## src/design/sse_pkg.sv

```systemverilog
// ----------------------------------------------------------------------------
// sse_pkg: shared types and constants of the spectral SNR estimator
// Field widths, status codes and fixed-point constants.
// ----------------------------------------------------------------------------
package sse_pkg;

    localparam int MAG_W    = 16;
    localparam int PEAK_W   = 10;
    localparam int GUARD_W  = 10;
    localparam int SIG_W    = 32;
    localparam int NOISE_W  = 42;
    localparam int SNR_W    = 16;
    localparam int STAT_W   = 2;

    // log2 unit: 64-bit operand, Q6.16 result
    localparam int LOG_IN_W = 64;
    localparam int LOG_P_W  = 6;
    localparam int FRAC_W   = 16;
    localparam int LOG_W    = LOG_P_W + FRAC_W;

    localparam int K_W      = 18;
    localparam int SCALE_W  = LOG_W + K_W;

    typedef logic [STAT_W-1:0] status_t;

    localparam status_t ST_OK         = 2'd0;
    localparam status_t ST_PEAK_OUT   = 2'd1;
    localparam status_t ST_SIG_ZERO   = 2'd2;
    localparam status_t ST_NOISE_ZERO = 2'd3;

    localparam logic [GUARD_W-1:0] GUARD_RESET     = 10'd3;
    // round(10*log10(2) * 2^16)
    localparam logic [K_W-1:0]     DB_PER_LOG2_Q16 = 18'd197283;
    localparam logic [SNR_W-1:0]   SNR_LIMIT       = 16'd25600;
    localparam int                 SCALE_SHIFT     = 24;

endpackage

```

## src/design/sse_fifo.sv

```systemverilog
// ----------------------------------------------------------------------------
// sse_fifo: two-entry frame record queue
// Decouples bin accumulation from the SNR computation.
// ----------------------------------------------------------------------------
module sse_fifo #(
    parameter int DW = 87
) (
    input  logic          aclk,
    input  logic          aresetn,
    input  logic          push,
    input  logic [DW-1:0] din,
    input  logic          pop,
    output logic [DW-1:0] dout,
    output logic          full,
    output logic          empty
);
    import sse_pkg::*;

    logic [DW-1:0] mem_reg [2];
    logic          wr_ptr_reg, rd_ptr_reg;
    logic [1:0]    cnt_reg, cnt_next;
    logic          do_push, do_pop;

    assign full    = (cnt_reg == 2'd2);
    assign empty   = (cnt_reg == 2'd0);
    assign do_push = push && !full;
    assign do_pop  = pop && !empty;
    assign dout    = mem_reg[rd_ptr_reg];

    always_comb begin
        cnt_next = cnt_reg;
        if (do_push && !do_pop) begin
            cnt_next = cnt_reg + 2'd1;
        end else if (do_pop && !do_push) begin
            cnt_next = cnt_reg - 2'd1;
        end
    end

    always_ff @(posedge aclk) begin
        if (do_push) begin
            mem_reg[wr_ptr_reg] <= din;
        end
    end

    always_ff @(posedge aclk) begin
        if (!aresetn) begin
            wr_ptr_reg <= 1'b0;
            rd_ptr_reg <= 1'b0;
            cnt_reg    <= 2'd0;
        end else begin
            if (do_push) begin
                wr_ptr_reg <= !wr_ptr_reg;
            end
            if (do_pop) begin
                rd_ptr_reg <= !rd_ptr_reg;
            end
            cnt_reg <= cnt_next;
        end
    end

endmodule

```

## config.mk

```make
export PLATFORM = sky130hd
export DESIGN_NAME = sse_fifo
export DESIGN_NICKNAME = d
export VERILOG_FILES = /design/src/design/sse_pkg.sv /design/src/design/sse_fifo.sv
export SDC_FILE = /design/constraint.sdc
export NUM_CORES = 1
export LEC_CHECK = 0
export BUFFER_PORTS_ARGS = -buffer_cell sky130_fd_sc_hd__buf_4
export CORE_MARGIN = 2
export CORE_UTILIZATION = 50
export CTS_BUF_LIST = sky130_fd_sc_hd__clkbuf_4 sky130_fd_sc_hd__clkbuf_8
export DETAILED_ROUTE_END_ITERATION = 8
export GPL_TIMING_DRIVEN = 0
export MAX_ROUTING_LAYER = met4
export PLACE_DENSITY = 0.82
export REMOVE_ABC_BUFFERS = 1
export SYNTH_ARGS = -nofsm -noshare
export SYNTH_HDL_FRONTEND = slang
export SYNTH_SLANG_ARGS = --single-unit
```

## constraint.sdc

```tcl
create_clock -name aclk -period 7.1 [get_ports aclk]
set_clock_uncertainty 0.05 [all_clocks]
set_input_delay 0.355 -clock aclk [delete_from_list [all_inputs] [get_ports aclk]]
set_output_delay 0.355 -clock aclk [all_outputs]
set_load 0.01 [all_outputs]
```

=== Yosys cells after proc, flatten, opt, wreduce, memory -nomap -nowiden ===
Memories as Yosys holds them, arrays and structs flattened. A register that Yosys moved wholly into a read port is not among the register bits.
Cells that the tools add are included.

* Bitwise gates (word level): 0
* $lt $le $gt $ge: 0
* Equal/unequal tests: 1
* Multiply operators: 0
* Reductions and logical operators: 12
* Multiplexer cells: 6
* Div/mod/pow operators: 0
* $add $sub $neg: 2
* Shifts and indexed selects: 0

{| class="wikitable"
|+ Operator list
! cell !! count
|-
| 1-bit logical NOT || 6
|-
| 1-bit logical AND || 4
|-
| 1-bit 2-to-1 mux || 4
|-
| 2-bit 2-to-1 mux || 2
|-
| 2-bit by 1-bit adder with 2-bit output, second input constant || 1
|-
| 2-bit equality test, second input constant || 1
|-
| 2-bit logical NOT || 1
|-
| 2-bit nonzero test || 1
|-
| 2-bit by 1-bit subtractor with 2-bit output, second input constant || 1
|}

* Bits in registers: 4
* Input port bits: 91
* Word-level logic and storage cells: 25
* Bits in read-only memories: 0
* RAM bits: 174
* Memories kept: 1
* Latch bits: 0
* Output and inout bits: 89

{| class="wikitable"
|+ Memories
! memory !! words !! width !! read ports !! clocked after Yosys merged registers in !! wr ports !! line !! RTL
|-
| mem_reg || 2 || 87 || 1 || 1 || 1 || sse_fifo.sv:19 || <nowiki>logic [DW-1:0] mem_reg [2];</nowiki>
|}

=== Depth between registers and ports, before layout ===
Gate-level depths: netlist (run 1).

* Word-level depth: 7
* Mapped depth: 7
* Mapped depth without buffers: 7

=== Least setup slack after synthesis (run 1) ===
Ideal clock, no wire load.

* Path type: reg2reg
* Start: register cnt_reg[0]
* End: memory mem_reg[0][0] (enable)
* Data arrival time: 3.955 ns
* Setup slack: 2.576 ns
* Period minus slack after synthesis: 4.524 ns
* Path buffers: 0
* Setup time: 0.518 ns
* Stages on the path, launching flop included: 4
* Data required time: 6.532 ns
* Cell sequence: dfxtp_1 -> nand2b_1 -> inv_2 -> nor3_2

* Word-level cells in the longest chain between the ends: 5

{| class="wikitable"
|+ Ends and longest elaborated chain
! what !! line !! RTL
|-
| start, declared || sse_fifo.sv:21 || <nowiki>logic [1:0] cnt_reg, cnt_next;</nowiki>
|-
| start signal, assigned || sse_fifo.sv:57 || <nowiki>cnt_reg <= cnt_next;</nowiki>
|-
| 2-bit equality test || sse_fifo.sv:24 || <nowiki>assign full = (cnt_reg == 2'd2);</nowiki>
|-
| net full || sse_fifo.sv:14 || <nowiki>output logic full,</nowiki>
|-
| 1-bit logical NOT || sse_fifo.sv:26 || <nowiki>assign do_push = push && !full;</nowiki>
|-
| 1-bit logical AND || sse_fifo.sv:26 ||
|-
| 1-bit 2-to-1 mux || sse_fifo.sv:40 || <nowiki>if (do_push) begin</nowiki>
|-
| 1-bit 2-to-1 mux (implied by the code) || sse_fifo.sv:41 || <nowiki>mem_reg[wr_ptr_reg] <= din;</nowiki>
|-
| end, declared || sse_fifo.sv:19 ||
|}

The timed path passes the listed nets, and every way through them passes these cells.

==> results of run 1 <==
[cell usage after synthesis (all sizes together) (2+ instances only)]
master,number,share of area
xnor2,2,0.0026
nor2,2,0.0011
inv,2,0.0011
a21boi,2,0.0023
mux2,87,0.16
edfxtp,174,0.79
buf,10,0.012
o21ai,2,0.0015
and2,3,0.0028
dfxtp,5,0.015
[final cells by class]
cell class | count | share of cell area
inverter | 2 | 0.0008646
sequential | 179 | 0.6137
multi-input combinational | 105 | 0.1416
clock buffer | 21 | 0.03040
clock inverter | 11 | 0.01571
tap | 176 | 0.02536
timing repair buffer | 185 | 0.1723
[critical path, delay by kind of cell, from the launching register on]
family / cells / cell delay, ps
muxes: 1 / 380
DFF: 1 / 800
buffers and inverters: 2 / 460
[cell usage in the layout (no fill, tap or decap), drive strengths merged]
cell and instances:
a21boi 2, and2 3, and3 1, buf 185, bufinv 3, clkbuf 21
clkinv 6, clkinvlp 2, dfxtp 5, edfxtp 174, ha 1, inv 2
mux2 87, nand2b 1, nor2 2, nor3 1, o21a 1, o21ai 2
or3 1, xnor2 2, xor2 1
[layer usage]
metal	GRT usage	up-vias
met1	0.1817	1581
met3	0.05603	20
met4	0.07440	0
li1	-	1549
met5	-	-
met2	0.2852	117
[stage by stage]
stage / total power [W] / util
finish: 0.002937 / 0.6636
global route: 0.003065 / 0.6636
CTS: 0.002976 / 0.6636
detailed placement: 0.002292 / 0.6330
global placement: 0.002286 / 0.6202
floorplan: 0.001897 / -
[path summary, 6_finish.rpt]
kind	start	to	slack (ps)
setup / recovery	register	dout[77]	4560
hold / removal	din[75]	mem_reg[0][75]$_DFFE_PP_	40
setup reg to reg	cnt_reg[0]$_SDFFE_PN0P_	mem_reg[0][63]$_DFFE_PP_	4870
hold reg to reg	cnt_reg[1]$_SDFFE_PN0P_	cnt_reg[1]$_SDFFE_PN0P_	520
[kinds of logic after synthesis]
kind of cell	synth area share
flops	0.8029
xor+xnor	0.003962
compound gates	0.004905
fa+ha+maj	0.001886
simple gates	0.008303
mux	0.1647
buf+inv	0.01339
[power by group]
part / switching (W) / total (W) / internal (W)
Sequential: 0.0000758 / 0.00140 / 0.00133
Combinational: 0.000360 / 0.000852 / 0.000491
Clock: 0.000325 / 0.000684 / 0.000359
==> results.ini, run 1 <==
[outcome]
run_status=complete, no violations

[grt]
grt_pass1_vias=3581
track_usage=0.1689
grt_max_degree=46
antenna_found_initial=0
overflow=0
grt_first_pass_wirelength_mm=17.41

[final_layout]
multi_input_area_um2=1230
largest_register_ffs=174
layout-drive-gt1-share=0.6083
postLayoutCellArea_um2=8683
regArea_um2=5329
final_cells=679
n_antenna_cell=0
fillCellCount=873
area_growth_pct=30.92
fin_nets=582

[timing]
period_share=0.3579
hold_violations=0
rsz0062_at_grt=no
maxSlewViolCount=0
slew_headroom=0.3630
fin_crit_ps=2541
timing.fmax_mhz=393.5
fin_ws_ps=4559
hold_slack_ps=39.35
setup-tns-final_ps=0
tightestPinTransition_ps=952.5
setup_viol=0

[job]
drv_cap=0

[clock_network]
ctsHoldBuffers=0
cts_buffers=17
cts_tree=done
cts_max_path_buffers=2
htree_levels=4
cts_setup_buffers=0
path_clk_slew_ps=80
cts.sinks=179
cts-root-buf=clkbuf_8
ctsResizeCount=0
clk_latency_ps=440

[route]
met2_length_mm=5.921
vias_per_cell=4.811
final_antenna_net_count=0
dr.first_iter.drc_count=166
top_layer=met4
routedWlPerCell_um=16.68
routed-wl-met3_um=728
wl_met1_mm=4.460
wirelength_mm=11.33
dr_total_vias=3267
drc=0
dr.pass1.iters=4

[logic_synthesis]
synth-seq-area-share=0.8029
synth-seq-cells=179
yosys_most_used_dff=edfxtp_1
netlist_area_um2=6633
synth_edf_count=174
netlist_instances=296
ys_types=22
syn_avg_cell_area_um2=22.41
async_reset_ff_frac=0
synth_warnings=0

[worst_setup_path]
cp.arrival_ps=2140
cp-start-kind=register
max_stage_delay_ps=800
worstPathRequired_ps=6690
crit_type=register to primary output
path_cells=buf_16 -> mux2_2 -> buf_4
r2r_cells=5
cpMaxStageDelayCell=dfxtp_4
path_max_fanout=45
crit_path_end_kind=primary output

[floorplanning]
dieArea_um2=14200
io_pins=180
fp.dieW_um=119.2
die_h_um=119.2
std_cell_rows=42
initial_core_util=0.5069
core_area_um2=13090

[power_and_ir_drop]
vdd_drop_max_uv=199.1
p_leak_nw=3.280
powerDensity_nw_per_um2=338.3

[min_path]
hold_class=primary input to register
whs_path_depth=1

[placed_design]
gp_congestion=0.7123
io_buffers=179
pre_cts_ws_ps=4830
dp_cells=647
hpwlAfterDp_mm=7.701
postPlaceCellArea_um2=8283

(Power assumes the default switching activity.)
==> run 2, diff against run 1 <==
Settings changed: CORE_UTILIZATION 50 to 49, PLACE_DENSITY 0.82 to 0.83.
Clock period 7.1 ns to 2.31 ns, I/O delays scaled along.
==> results.ini, run 2 (same netlist as run 1, synthesis figures left out) <==
[timing]
period_share=0.9188
slew_headroom=0.6395  ; +0.2765
maxSlewViolCount=0  ; unchanged
tightestPinTransition_ps=540.8  ; -411.7 ps
rsz0062_at_grt=no
fin_crit_ps=2123
hold_violations=0  ; unchanged
timing.fmax_mhz=471.1
setup_viol=0  ; unchanged

[placed_design]
io_buffers=179  ; unchanged
hpwlAfterDp_mm=7.739  ; +0.49%
gp_congestion=0.6938  ; -2.6%
postPlaceCellArea_um2=8278  ; about the same

[power_and_ir_drop]
p_leak_nw=3.623  ; +10%
powerDensity_nw_per_um2=942.9  ; +180%
vdd_drop_max_uv=590.2  ; +200%
p_total_w=0.008985  ; +210%

[grt]
overflow=0  ; unchanged
grt_pass1_vias=4138  ; +16%
grt_max_degree=54  ; +17%
grt_first_pass_wirelength_mm=20.25  ; +16%
track_usage=0.1919  ; +0.02307
antenna_found_initial=0  ; unchanged

[route]
dr_total_vias=3747  ; +15%
routedWlPerCell_um=17.16  ; +2.9%
dr.first_iter.drc_count=157  ; -5.4%
wirelength_mm=13.18  ; +16%
vias_per_cell=4.879  ; +1.4%
dr.pass1.iters=4  ; unchanged
final_antenna_net_count=0  ; unchanged
drc=0  ; unchanged

[min_path]
whs_path_depth=4  ; +3
hold_class=primary input to register
hold_start=pop
worstHoldEndpoint=rd_ptr_reg$_SDFFE_PN0P_

[worst_setup_path]
r2r_cells=3  ; -2
crit_path_end_kind=primary output
crit_type=register to primary output
r2r-end=mem_reg[1][75]$_DFFE_PP_
cp.arrival_ps=1960  ; -180 ps
cp-start-kind=register
r2r_slack_ps=410  ; -4460 ps
path_max_fanout=35  ; -22%
rr_startpoint=cnt_reg[0]$_SDFFE_PN0P_
worstPathRequired_ps=2140  ; -4550 ps

[final_layout]
mostFrequentLayoutCells=179 x buf_4, 174 x edfxtp_1, 89 x dlygate4sd3_1
layout_commonest_cell=buf_4
fillCellCount=806  ; -7.7%
area_growth_pct=43.67
postLayoutCellArea_um2=9529  ; +9.7%
layout-drive-gt1-share=0.5169  ; -0.09146
fin_nets=673  ; +16%
n_antenna_cell=0  ; unchanged
largest_register_ffs=174  ; unchanged

[floorplanning]
io_pins=180  ; unchanged
initial_core_util=0.5009  ; -0.006034
fp.dieW_um=120.3  ; +0.98%
core_area_um2=13240  ; +1.2%
std_cell_rows=42  ; unchanged
die_h_um=120.3  ; +0.98%
dieArea_um2=14480  ; +2.0%

[job]
drv_cap=0  ; unchanged

[clock_network]
path_clk_slew_ps=80  ; about the same
cts_buffers=17  ; unchanged
cts_max_path_buffers=2  ; unchanged
htree_levels=4  ; unchanged
cts.sinks=179  ; unchanged
ctsResizeCount=0  ; unchanged
cts-root-buf=clkbuf_8
clk_latency_ps=450  ; about the same
cts_tree=done

[outcome]
run_status=complete, no violations

==> run 2: cell count changes in the layout (fill, tap and decap cells not counted), sizes merged <==
cell	change
clkinvlp	+2
bufinv	-2
dlygate4sd3	+89
clkbuf	-2
buf	+2
==> run 2: metrics by stage <==
step,util,TNS [ps],hold WS (ps),setup slack (ps),cells
2_1_floorplan,-,-347080,164.4,-2214,286
3_3_place_gp,0.6128,-688560,250.1,-3918,641
3_5_place_dp,0.6251,0,252.9,369.0,648
4_1_cts,0.7196,0,61.92,133.9,768
5_1_grt,0.7196,0,102.9,87.82,768
6_report,0.7196,0,108.5,187.5,768
==> run 2: layout make-up <==
type / count / area (um2) / area share
Multi-Input combinational cell: 105 / 1230 / 0.1291
Timing Repair Buffer: 276 / 2402 / 0.2521
Clock buffer: 19 / 249.0 / 0.02613
Clock inverter: 11 / 91.34 / 0.009585
Sequential cell: 179 / 5329 / 0.5592
Inverter: 2 / 7.507 / 0.0007878
Tap cell: 176 / 220.2 / 0.02311
==> run 2: worst max-delay path by stage <==
stage / start / to
3_5_place_dp: cnt_reg[0]$_SDFFE_PN0P_ / mem_reg[1][75]$_DFFE_PP_
2_1_floorplan: cnt_reg[0]$_SDFFE_PN0P_ / mem_reg[0][0]$_DFFE_PP_
3_3_place_gp: cnt_reg[0]$_SDFFE_PN0P_ / mem_reg[0][11]$_DFFE_PP_
4_1_cts: register / dout[12]
6_report: register / dout[29]
5_1_grt: register / dout[29]
==> run 2: routing by layer <==
layer / global-route usage / up-vias / part of all wire
li1: - / 1732 / -
met4: 0.08576 / 0 / 0.021
met2: 0.3434 / 124 / 0.54
met3: 0.04953 / 23 / 0.053
met1: 0.1990 / 1868 / 0.38
met5: - / - / 0
==> run 2: repair_timing <==
item,in CTS,in global routing
buffers inserted,1,0
endpoints found under the setup margin,35,0
hold buffers,89,0
hold endpoints to repair,179,0
==> run 2: report_power, final <==
part           total (W)  switching, W  internal (W)
clock            0.00186       0.00101      0.000848
combinational    0.00286       0.00123       0.00162
sequential       0.00427      0.000197       0.00407
total            0.00899       0.00244       0.00655
==> run 2: critical path, cell delays in order (launching register included) <==
cell     delay (ps)
dfxtp_4         660
buf_12          300
mux2_2          380
buf_4           140
