==> config.mk <==
export PLATFORM = sky130hd
export DESIGN_NAME = sse_front
export DESIGN_NICKNAME = d
export VERILOG_FILES = /design/src/design/sse_pkg.sv /design/src/design/sse_front.sv
export SDC_FILE = /design/constraint.sdc
export NUM_CORES = 1
export LEC_CHECK = 0
export BUFFER_PORTS_ARGS = -buffer_cell sky130_fd_sc_hd__buf_2
export CORE_MARGIN = 4
export CORE_UTILIZATION = 55
export CTS_CLUSTER_SIZE = 28
export DETAILED_ROUTE_END_ITERATION = 8
export PLACE_DENSITY = 0.85
export RECOVER_POWER = 25
export SLEW_MARGIN = 20
export SYNTH_ARGS = -nofsm -noshare
export SYNTH_HDL_FRONTEND = slang
export SYNTH_SLANG_ARGS = --single-unit
==> constraint.sdc <==
create_clock -name aclk -period 24.3 [get_ports aclk]
set_input_delay 4.86 -clock aclk [delete_from_list [all_inputs] [get_ports aclk]]
set_output_delay 4.86 -clock aclk [all_outputs]
set_load 0.005 [all_outputs]
==> src/design/sse_pkg.sv <==
// ----------------------------------------------------------------------------
// sse_pkg: shared types and constants of the spectral SNR estimator
// Field widths, status codes and fixed-point constants.
// ----------------------------------------------------------------------------
package sse_pkg;

    localparam int MAG_W    = 16;
    localparam int PEAK_W   = 10;
    localparam int GUARD_W  = 10;
    localparam int SIG_W    = 32;
    localparam int NOISE_W  = 42;
    localparam int SNR_W    = 16;
    localparam int STAT_W   = 2;

    // log2 unit: 64-bit operand, Q6.16 result
    localparam int LOG_IN_W = 64;
    localparam int LOG_P_W  = 6;
    localparam int FRAC_W   = 16;
    localparam int LOG_W    = LOG_P_W + FRAC_W;

    localparam int K_W      = 18;
    localparam int SCALE_W  = LOG_W + K_W;

    typedef logic [STAT_W-1:0] status_t;

    localparam status_t ST_OK         = 2'd0;
    localparam status_t ST_PEAK_OUT   = 2'd1;
    localparam status_t ST_SIG_ZERO   = 2'd2;
    localparam status_t ST_NOISE_ZERO = 2'd3;

    localparam logic [GUARD_W-1:0] GUARD_RESET     = 10'd3;
    // round(10*log10(2) * 2^16)
    localparam logic [K_W-1:0]     DB_PER_LOG2_Q16 = 18'd197283;
    localparam logic [SNR_W-1:0]   SNR_LIMIT       = 16'd25600;
    localparam int                 SCALE_SHIFT     = 24;

endpackage

==> src/design/sse_front.sv <==
// ----------------------------------------------------------------------------
// sse_front: bin accumulation
// Takes bins, captures the peak power, sums noise power and pushes one
// frame record (status, noise sum, noise count, signal power) at frame end.
// ----------------------------------------------------------------------------
module sse_front #(
    parameter int MAX_BINS = 1024,
    parameter int IDXW     = 10,
    parameter int CNTW     = 11,
    parameter int RW       = 87
) (
    input  logic                         aclk,
    input  logic                         aresetn,
    input  logic                         cfg_we,
    input  logic [sse_pkg::GUARD_W-1:0]  cfg_wdata,
    input  logic                         s_tvalid,
    output logic                         s_tready,
    input  logic [sse_pkg::MAG_W-1:0]    magnitude,
    input  logic [sse_pkg::PEAK_W-1:0]   peak_index,
    input  logic                         last_bin,
    input  logic                         q_full,
    output logic                         q_push,
    output logic [RW-1:0]                q_data
);
    import sse_pkg::*;

    localparam int CW = ((IDXW > PEAK_W) ? IDXW : PEAK_W) + 1;

    logic [GUARD_W-1:0] guard_reg;
    logic [IDXW-1:0]    bin_cnt_reg, bin_cnt_next;
    logic [PEAK_W-1:0]  peak_reg, peak_next;
    logic [SIG_W-1:0]   sig_reg, sig_next;
    logic               seen_reg, seen_next;
    logic [NOISE_W-1:0] noise_reg, noise_next;
    logic [CNTW-1:0]    cnt_reg, cnt_next;

    logic               accept;
    logic [PEAK_W-1:0]  peak_eff;
    logic [CW-1:0]      idx_w, pk_w, gd_w;
    logic               hit, excluded, last;
    logic [SIG_W-1:0]   sq;
    logic [NOISE_W:0]   nsum;
    logic [SIG_W-1:0]   sig_new;
    logic               seen_new;
    logic [NOISE_W-1:0] noise_new;
    logic [CNTW-1:0]    cnt_new;
    status_t            status;

    assign s_tready = !q_full;
    assign accept   = s_tvalid && s_tready;

    always_comb begin
        peak_eff = (bin_cnt_reg == '0) ? peak_index : peak_reg;
        idx_w    = CW'(bin_cnt_reg);
        pk_w     = CW'(peak_eff);
        gd_w     = CW'(guard_reg);
        hit      = (idx_w == pk_w);
        excluded = (bin_cnt_reg != '0) && (idx_w + gd_w >= pk_w) && (idx_w <= pk_w + gd_w);
        last     = last_bin || (bin_cnt_reg == IDXW'(MAX_BINS - 1));
        sq       = SIG_W'(magnitude) * SIG_W'(magnitude);
        sig_new  = hit ? sq : sig_reg;
        seen_new = seen_reg || hit;
        nsum     = {1'b0, noise_reg} + (NOISE_W + 1)'(sq);
        if (excluded) begin
            noise_new = noise_reg;
            cnt_new   = cnt_reg;
        end else begin
            // saturating noise sum
            noise_new = nsum[NOISE_W] ? {NOISE_W{1'b1}} : nsum[NOISE_W-1:0];
            cnt_new   = cnt_reg + CNTW'(1);
        end
        priority if (!seen_new) begin
            status = ST_PEAK_OUT;
        end else if (sig_new == '0) begin
            status = ST_SIG_ZERO;
        end else if (noise_new == '0) begin
            status = ST_NOISE_ZERO;
        end else begin
            status = ST_OK;
        end
    end

    assign q_push = accept && last;
    assign q_data = {status, noise_new, cnt_new, sig_new};

    always_comb begin
        bin_cnt_next = bin_cnt_reg;
        peak_next    = peak_reg;
        sig_next     = sig_reg;
        seen_next    = seen_reg;
        noise_next   = noise_reg;
        cnt_next     = cnt_reg;
        if (accept) begin
            if (last) begin
                bin_cnt_next = '0;
                peak_next    = '0;
                sig_next     = '0;
                seen_next    = 1'b0;
                noise_next   = '0;
                cnt_next     = '0;
            end else begin
                bin_cnt_next = bin_cnt_reg + IDXW'(1);
                peak_next    = peak_eff;
                sig_next     = sig_new;
                seen_next    = seen_new;
                noise_next   = noise_new;
                cnt_next     = cnt_new;
            end
        end
    end

    always_ff @(posedge aclk) begin
        if (!aresetn) begin
            guard_reg   <= GUARD_RESET;
            bin_cnt_reg <= '0;
            peak_reg    <= '0;
            sig_reg     <= '0;
            seen_reg    <= 1'b0;
            noise_reg   <= '0;
            cnt_reg     <= '0;
        end else begin
            if (cfg_we) begin
                guard_reg <= cfg_wdata;
            end
            bin_cnt_reg <= bin_cnt_next;
            peak_reg    <= peak_next;
            sig_reg     <= sig_next;
            seen_reg    <= seen_next;
            noise_reg   <= noise_next;
            cnt_reg     <= cnt_next;
        end
    end

endmodule

; ---- Word level (Yosys, flattened, before mapping)
; Cells that the tools add are included.
[classes]
n_addsub = 5
n_mul = 1
magnitude_cmp = 2
n_eq_ne = 2
n_mux = 14
n_reduce_logical = 11
[op_table]
columns = cell, n
row1 = 42-bit two-way mux, 3
row2 = 32-bit two-way mux, 2
row3 = 42-bit by 32-bit adder with 43-bit output, 1
row4 = 42-bit zero test, 1
row5 = 32-bit zero test, 1
row6 = 16-bit by 16-bit multiplier with 32-bit output, 1
row7 = 10-bit two-way mux, 3
row8 = 10-bit by 10-bit adder with 11-bit output, 2
row9 = 11-bit two-way mux, 2
row10 = "11-bit by 1-bit adder with 11-bit output, second input constant", 1
row11 = 11-bit by 10-bit greater-or-equal comparator with 1-bit output, 1
row12 = 10-bit by 11-bit <= comparator with 1-bit output, 1
row13 = "10-bit by 1-bit adder with 10-bit output, second input constant", 1
row14 = 10-bit == test, 1
row15 = "10-bit == test, second input constant", 1
row16 = 10-bit zero test, 1
row17 = 10-bit nonzero test, 1
row18 = 2-bit two-way mux, 3
row19 = 1-bit logical AND, 4
row20 = 1-bit logical OR, 2
row21 = 1-bit zero test, 1
row22 = 1-bit two-way mux, 1
[totals]
regBits = 116
in_bits = 42
out_inout_bits = 89
wordCells = 42

; ---- Longest topological paths before layout
; Gate-level depths: netlist of run 1.
[logic_depth]
depth_word = 10
mapped_depth = 38
ltp_nobuf = 35

; ---- Worst setup path before layout of run 1
; OpenSTA, ideal clock, no wires.
[synth_timing]
path_kind = input to output
start = in magnitude[11] in the netlist's numbering
end = out q_data[85]
arrival_time_ns = 13.032
slack_ns = 6.408
path_stages = 34
path_cell_list = clkbuf_1 -> clkbuf_1 -> nand2_1 -> fa_1 -> fa_1 -> inv_1 -> fa_1 -> fa_1 -> fa_1 -> inv_1 -> fa_1 -> inv_1 -> ha_1 -> clkbuf_1 -> nand4_1 -> a211o_1 -> a31oi_1 -> o21a_1 -> a211oi_1 -> o31ai_1 -> a21oi_1 -> xnor2_1 -> inv_1 -> ha_1 -> and2_1 -> a221oi_1 -> a21bo_2 -> nor2_1 -> nor4b_1 -> mux2_2 -> a2111o_1 -> nor4_1 -> nand2_1 -> o22ai_1
[synth_between]
elab_chain_len = 8
elab_cells_between_ends = 10
classes_between = add/sub: 1 / mul: 1 / mux: 6 / reduce/logical: 2
[synth_rtl]
columns = element, line_no
row1 = start: declaration, sse_front.sv:18  ; input logic [sse_pkg::MAG_W-1:0] magnitude,
row2 = 16-bit by 16-bit multiplier with 32-bit output, sse_front.sv:60  ; sq = SIG_W'(magnitude) * SIG_W'(magnitude);
row3 = 42-bit by 32-bit adder with 43-bit output, sse_front.sv:63  ; nsum = {1'b0, noise_reg} + (NOISE_W + 1)'(sq);
row4 = 42-bit two-way mux, sse_front.sv:69  ; noise_new = nsum[NOISE_W] ? {NOISE_W{1'b1}} : nsum[NOISE_W-1:0];
row5 = 42-bit two-way mux, sse_front.sv:64  ; if (excluded) begin
row6 = via q_data[83], sse_front.sv:23  ; output logic [RW-1:0] q_data
row7 = 42-bit zero test, sse_front.sv:76  ; end else if (noise_new == '0) begin
row8 = 2-bit two-way mux, sse_front.sv:76
row9 = 2-bit two-way mux, sse_front.sv:74  ; end else if (sig_new == '0) begin
row10 = 2-bit two-way mux, sse_front.sv:72  ; priority if (!seen_new) begin
row11 = end: declaration, sse_front.sv:23
; The timed path passes the listed nets, and every way through them passes these cells.

; ---- Worst setup path after layout of run 1
[layout_timing]
start = in magnitude[1] in the netlist's numbering
end = out q_data[85]
[layout_between]
elab_chain_len = 8
elab_cells_between_ends = 10
classes_between = add/sub: 1 / mul: 1 / mux: 6 / reduce/logical: 2
[layout_rtl]
columns = element, line_no
row1 = 16-bit by 16-bit multiplier with 32-bit output *, sse_front.sv:60
row2 = 42-bit by 32-bit adder with 43-bit output, sse_front.sv:63
row3 = 42-bit two-way mux, sse_front.sv:69
row4 = 42-bit two-way mux, sse_front.sv:64
row5 = 42-bit zero test, sse_front.sv:76
row6 = 2-bit two-way mux, sse_front.sv:76
row7 = 2-bit two-way mux *, sse_front.sv:74
row8 = 2-bit two-way mux *, sse_front.sv:72
; Every way passes the cells marked *; elsewhere a longest branch is shown, timed or not.

==> results of run 1 <==
==> kinds of logic after synthesis <==
group / after synthesis / synth area share [%]
AOI/OAI and AO/OA: 440 / 17.5
xor gates and xnor gates: 98 / 5.02
adders and majority gates: 342 / 32.2
buffers and inverters: 394 / 8.91
DFF: 116 / 13.6
muxes: 31 / 1.87
and+or+nand+nor: 701 / 20.9
==> layer usage <==
layer  wire length (µm)  up-vias
li1                   -     7297
met1              20300     7519
met2              23100      664
met3               3320       99
met4               1280        0
met5                  0        -
==> synthesized netlist by cell type (8+ instances only) <==
cell | instances | area (µm²)
a211oi_1 | 14 | 105
a21boi_0 | 13 | 97.6
a21o_1 | 22 | 165
a21oi_1 | 95 | 475
a221oi_1 | 8 | 70.1
a22oi_1 | 80 | 601
a31oi_1 | 24 | 150
and2_1 | 66 | 413
and3_1 | 24 | 150
buf_2 | 9 | 45.0
clkbuf_1 | 79 | 297
dfxtp_1 | 116 | 2320
fa_1 | 162 | 3240
ha_1 | 180 | 2250
inv_1 | 297 | 1110
mux2i_1 | 24 | 240
nand2_1 | 227 | 852
nand2b_1 | 9 | 56.3
nand3_1 | 37 | 185
nand4_1 | 20 | 125
nor2_1 | 120 | 450
nor2b_1 | 106 | 663
nor3_1 | 28 | 140
nor4_1 | 10 | 62.6
o211ai_1 | 13 | 97.6
o21a_1 | 13 | 97.6
o21ai_0 | 69 | 345
o21bai_1 | 17 | 128
o31ai_1 | 8 | 60.1
or3_1 | 13 | 81.3
or4_1 | 8 | 60.1
xnor2_1 | 62 | 543
xor2_1 | 36 | 315
==> stage by stage <==
stage	hold WS, ps	util (%)
2_1_floorplan	466	-
3_3_place_gp	490	58.5
3_5_place_dp	486	58.5
4_1_cts	493	60.4
5_1_grt	513	60.3
6_report	495	60.3
==> area by class of cell <==
| class | count | area [µm²] |
|---|---|---|
| clock inverters | 12 | 133 |
| multi-input cells | 1612 | 13300 |
| well taps | 396 | 495 |
| flip-flops and latches | 116 | 2320 |
| clock buffers | 20 | 437 |
| fillers | 2653 | 12100 |
| repair buffers | 138 | 697 |
| inverters | 297 | 1110 |
==> final timing paths <==
| check | end | slack, ps | cells after the start |
|---|---|---|---|
| hold / removal | sig_reg[1] | 490 | 1 |
| setup / recovery | q_data[85] | 3670 | 35 |
| setup reg to reg | noise_reg[36] | 15470 | 28 |
| hold reg to reg | sig_reg[1] | 490 | 1 |
==> cells in the final DEF (no fill, tap or decap), types with 20 or more instances in the layout <==
| cell | instances |
|---|---|
| a31oi_1 | 24 |
| xor2_1 | 36 |
| ha_1 | 180 |
| a21oi_1 | 95 |
| nor3_1 | 28 |
| mux2i_1 | 24 |
| nand3_1 | 37 |
| inv_1 | 297 |
| nand2_1 | 226 |
| o21ai_0 | 70 |
| buf_2 | 128 |
| and3_1 | 24 |
| fa_1 | 162 |
| xnor2_1 | 62 |
| a22oi_1 | 80 |
| and2_1 | 66 |
| a21o_1 | 22 |
| nor2_1 | 119 |
| dfxtp_1 | 116 |
| nand4_1 | 20 |
| nor2b_1 | 106 |
==> results.sh, run 1 <==
export IMPL_finClkSkew_ps=8.57
export IMPL_tritoncts_num_buffers=17
export IMPL_die_w_um=184
export IMPL_top_level_ports=131
export IMPL_stdcell_count=2591
export IMPL_drt_first_iter_violations=1519
export IMPL_setup_total_negative_slack_ps=0
export IMPL_post_cts_resized=0
export IMPL_max_cap_violations=2
export IMPL_routed_wl_mm=48.1
export IMPL_final_design_area_no_fill_mm2=0.0185
export IMPL_numPlacedInstances=2559
export IMPL_place_area_mm2=0.0179
export IMPL_die_height_um=184
export IMPL_post_dp_hpwl_mm=38.3
export IMPL_setup_ws_ps=3670
export IMPL_pre_cts_slack_ps=4340
export IMPL_number_of_enable_type_register_cells_in_the_synthesized_netlist=0
export IMPL_antenna_found_initial=0
export IMPL_cpPeakStageDelay_ps=800
export IMPL_number_of_distinct_standard_cells_referenced_by_the_synthesized_netlist=83
export IMPL_finalMaxSlewViolations=170
export IMPL_slew_limit_headroom_pct=-154
export IMPL_first_pass_grt_wire_length_mm=78.2
export IMPL_core_region_area_mm2=0.0306
export IMPL_initial_utilization_pct=55.8
export IMPL_critPathMostFrequentCell="fa_1"
export IMPL_std_cell_rows=64
export IMPL_timing_critical_path_from_type="input port"
export IMPL_post_synthesis_register_bit_count=116
export IMPL_cts_htree_levels=4
export IMPL_global_route_usage_met1_pct=38.4
export IMPL_crit_reg2reg_launch="bin_cnt_reg[0]"
export IMPL_path_delay_family="compound AO/OA/AOI/OAI gates"
export IMPL_grt_ovfl_total=0
export IMPL_run_status="finished, violations left"
export IMPL_max_slew_worst_pin_slew_ps=3810
export IMPL_synthesis_yosys_warnings=0
export IMPL_grt_max_degree=108
export IMPL_drive_above_1_share_pct=8.88
export IMPL_clk_insertion_delay_late_ps=420
export IMPL_antenna_fix_cells=0
export IMPL_drt_wirelength_per_cell_um=18.5
export IMPL_cts_setup_buffers=0
export IMPL_largest_register_ff_count=42
export IMPL_root_buf_cell="clkbuf_16"
export IMPL_critPathArrivalTime_ps=15770
export IMPL_yosysSeqAreaShare_pct=13.6
export IMPL_post_synth_instance_area_mm2=0.0171
export IMPL_vias=15600
export IMPL_netlist_instances=2122
export IMPL_tritoncts="done"
export IMPL_worst_path_max_delay_cell="clkbuf_1"
export IMPL_failing_checks="capacitance limit, slew limit"
export IMPL_setup_repair_after_global_routing_missed_its_margin="false"
export IMPL_final_nets=2566
export IMPL_clk_path_buf_depth=2
export IMPL_clkSlewWorstSetupHoldPaths_ps=50
export IMPL_routabilityCongestion=0.943
export IMPL_number_of_buffers_added_to_fix_hold_violations_after_cts=0
export IMPL_drt_drc_violations_left=0
export IMPL_synth_avg_cell_area_um2=8.05
export IMPL_worstHoldPathType="reg -> reg"
export IMPL_worst_setup_path_type="in -> out"
export IMPL_hold_path_startpoint="sig_reg[1]"
export IMPL_synth_fp_nets=2506
export IMPL_drt_vias_per_instance=6.01
export IMPL_cp_data_required_time_ps=19440
export IMPL_worst_path_fanout_max=22
export IMPL_placement_io_buffers=130
export IMPL_design_die_area_mm2=0.0339
export IMPL_report_final_setup_viol=0
export IMPL_asyncSetResetFlopFracSynth_pct=0
export IMPL_hold_violations=0
export IMPL_drtPass1Iterations=6
export IMPL_areaGrowthSynthToFinish_pct=8.02
export IMPL_fmax_ghz=0.0485
export IMPL_postSynth_topFlopCell="dfxtp_1"
export IMPL_detail_route_antenna_nets=0
export IMPL_grt_busiest_layer="met2"
export IMPL_part_of_the_cycle_the_worst_path_needs_pct=84.9
export IMPL_critPathBufInv=6
export IMPL_grt_use_met2_pct=46.7
export IMPL_worstSetupStartpoint="magnitude[1]"
export IMPL_tritoncts_num_sinks=116
export IMPL_grtUsageMet3_pct=4.50
export IMPL_track_usage_pct=28.2
export IMPL_worstSetupEndpointType="output port"
export IMPL_grt_pass1_vias=15300
export IMPL_post_layout_min_period_ps=20630
Power of run 1 is left out: the tool's default activity adds up to more than one toggle a clock period on the data nets, which glitch-free logic cannot reach.
==> run 2, diff against run 1 <==
- PLACE_DENSITY: 0.85 -> 0.88
- clock period: 24.3 -> 17.29 ns (I/O delays scaled with it)
==> run 2 against run 1 <==
Die area stayed put. The run still ends with capacitance limit, slew limit left. Cell area barely moved. Sequential cell count did not move. Worst setup slack worse by 3200 ps. Clock skew rose by 5.6 ps. Global-route usage rose by 0.52 points. Via count is 2.1% higher. Sequential share of layout area about the same. Non-clock buffer count unchanged. Final cell count unchanged. Critical path depth rose by 1.
==> results.sh, run 2 (synthesized netlist as in run 1, its figures left out) <==
export IMPL_cts_setup_buffers=0
export IMPL_clk_path_buf_depth=2
export IMPL_clk_insertion_delay_late_ps=440
export IMPL_drt_drc_violations_left=0
export IMPL_drtPass1Iterations=6
export IMPL_finalMaxSlewViolations=108
export IMPL_path_delay_family="adder cells"
export IMPL_drt_first_iter_violations=1560
export IMPL_root_buf_cell="clkbuf_16"
export IMPL_worst_setup_path_type="in -> out"
export IMPL_timing_reg2reg_setup_slack_ps=9340
export IMPL_finClkSkew_ps=14.2
export IMPL_largest_register_ff_count=42
export IMPL_slew_limit_headroom_pct=-166
export IMPL_nFillCells=2603
export IMPL_first_pass_grt_wire_length_mm=80.1
export IMPL_top_level_ports=131
export IMPL_post_cts_resized=0
export IMPL_failing_checks="capacitance limit, slew limit"
export IMPL_hold_path_startpoint="peak_reg[0]"
export IMPL_routabilityCongestion=0.951
export IMPL_routed_wl_mm=48.9
export IMPL_critPathArrivalTime_ps=13320
export IMPL_antenna_fix_cells=0
export IMPL_drt_vias_per_instance=6.14
export IMPL_max_cap_violations=1
export IMPL_worst_path_fanout_max=27
export IMPL_layout_commonest_cell="inv_1"
export IMPL_core_region_area_mm2=0.0306
export IMPL_final_cell_mix="inv_1, nand2_1, ha_1"
export IMPL_worstHoldPathType="reg -> reg"
export IMPL_timing_rr_end="noise_reg[38]"
export IMPL_areaGrowthSynthToFinish_pct=8.10
export IMPL_report_final_setup_viol=0
export IMPL_die_height_um=184
export IMPL_number_of_buffers_added_to_fix_hold_violations_after_cts=0
export IMPL_worstSetupEndpointType="output port"
export IMPL_initial_utilization_pct=55.8
export IMPL_setup_total_negative_slack_ps=0
export IMPL_post_layout_min_period_ps=16780
export IMPL_cpPeakStageDelay_ps=540
export IMPL_part_of_the_cycle_the_worst_path_needs_pct=97.1
export IMPL_hold_path_end="peak_reg[0]"
export IMPL_run_status="finished, violations left"
export IMPL_std_cell_rows=64
export IMPL_cts_htree_levels=4
export IMPL_worstHoldPathCells=2
export IMPL_placement_io_buffers=130
export IMPL_clkSlewWorstSetupHoldPaths_ps=50
export IMPL_critPathBufInv=8
export IMPL_tritoncts="done"
export IMPL_max_slew_worst_pin_slew_ps=3990
export IMPL_tritoncts_num_sinks=116
export IMPL_fmax_ghz=0.0596
export IMPL_grt_pass1_vias=15900
export IMPL_grt_max_degree=108
export IMPL_crit_reg2reg_launch="bin_cnt_reg[0]"
export IMPL_drive_above_1_share_pct=8.88
export IMPL_drt_wirelength_per_cell_um=18.9
export IMPL_hold_violations=0
export IMPL_worst_path_max_delay_cell="fa_1"
export IMPL_vias=15900
export IMPL_cp_data_required_time_ps=13830
export IMPL_timing_reg2reg_worst_path_depth=28
export IMPL_setup_repair_after_global_routing_missed_its_margin="false"
export IMPL_tritoncts_num_buffers=17
export IMPL_timing_critical_path_from_type="input port"
export IMPL_design_die_area_mm2=0.0339
export IMPL_final_nets=2566
export IMPL_die_w_um=184
export IMPL_antenna_found_initial=0
export IMPL_grt_ovfl_total=0
export IMPL_post_dp_hpwl_mm=38.6
export IMPL_track_usage_pct=28.7
export IMPL_detail_route_antenna_nets=0
run 2: cell types whose count changed in the layout (fill, tap and decap cells not counted), sizes merged:
cell,change
clkbuf,+3
inv,-1
clkinv,-2
run 2: how the worst max path moves through the flow:
stage                       start    endpoint  slack (ps)  cells after the start
floorplan           magnitude[11]  q_data[85]        2200                     34
global placement     magnitude[3]  q_data[85]         890                     36
detailed placement   magnitude[3]  q_data[85]         750                     36
CTS                  magnitude[3]  q_data[85]         680                     36
global route         magnitude[3]  q_data[85]          20                     36
finish               magnitude[3]  q_data[85]         510                     36
run 2: worst register-to-register path, delay by kind of cell, from the launching register on:
| kind | cells | cell delay, ps |
|---|---|---|
| adder cells (fa/ha/maj) | 3 | 740 |
| multiplexers | 1 | 420 |
| AO/OA/AOI/OAI | 12 | 2360 |
| XOR/XNOR | 1 | 190 |
| AND/OR/NAND/NOR | 8 | 2540 |
| flip-flops | 1 | 380 |
| buffers and inverters | 3 | 1250 |
run 2: layer usage:
metal | share of wire, % | track usage, % | up-vias | wire length [µm]
li1 | - | - | 7315 | -
met1 | 41 | 37.5 | 7660 | 19900
met2 | 47 | 47.7 | 778 | 23100
met3 | 7.6 | 4.54 | 158 | 3730
met4 | 4.5 | 11.7 | 0 | 2200
met5 | 0 | 0 | - | 0
run 2: per-stage QoR:
| step | instance area, µm² | worst slack, ps | cells | hold WS (ps) | utilization, % |
|---|---|---|---|---|---|
| final | 18500 | 509 | 2591 | 510 | 60.4 |
| after global routing | 18500 | 19.3 | 2591 | 541 | 60.4 |
| after CTS | 18500 | 684 | 2591 | 506 | 60.4 |
| after detailed placement | 17900 | 752 | 2559 | 498 | 58.5 |
| after global placement | 17900 | 887 | 2559 | 489 | 58.5 |
| after floorplan | 17100 | 2200 | 2122 | 466 | - |
run 2: layout make-up:
class                      count  area, µm²  share of cell area [%]
clock buffer                  23        478                    2.59
clock inverter                 9        103                   0.556
inverter                     297       1110                    6.04
multi-input combinational   1612      13300                    71.8
sequential                   116       2320                    12.6
tap                          396        495                    2.68
timing repair buffer         138        699                    3.79
Power of run 2 is left out for the same reason.
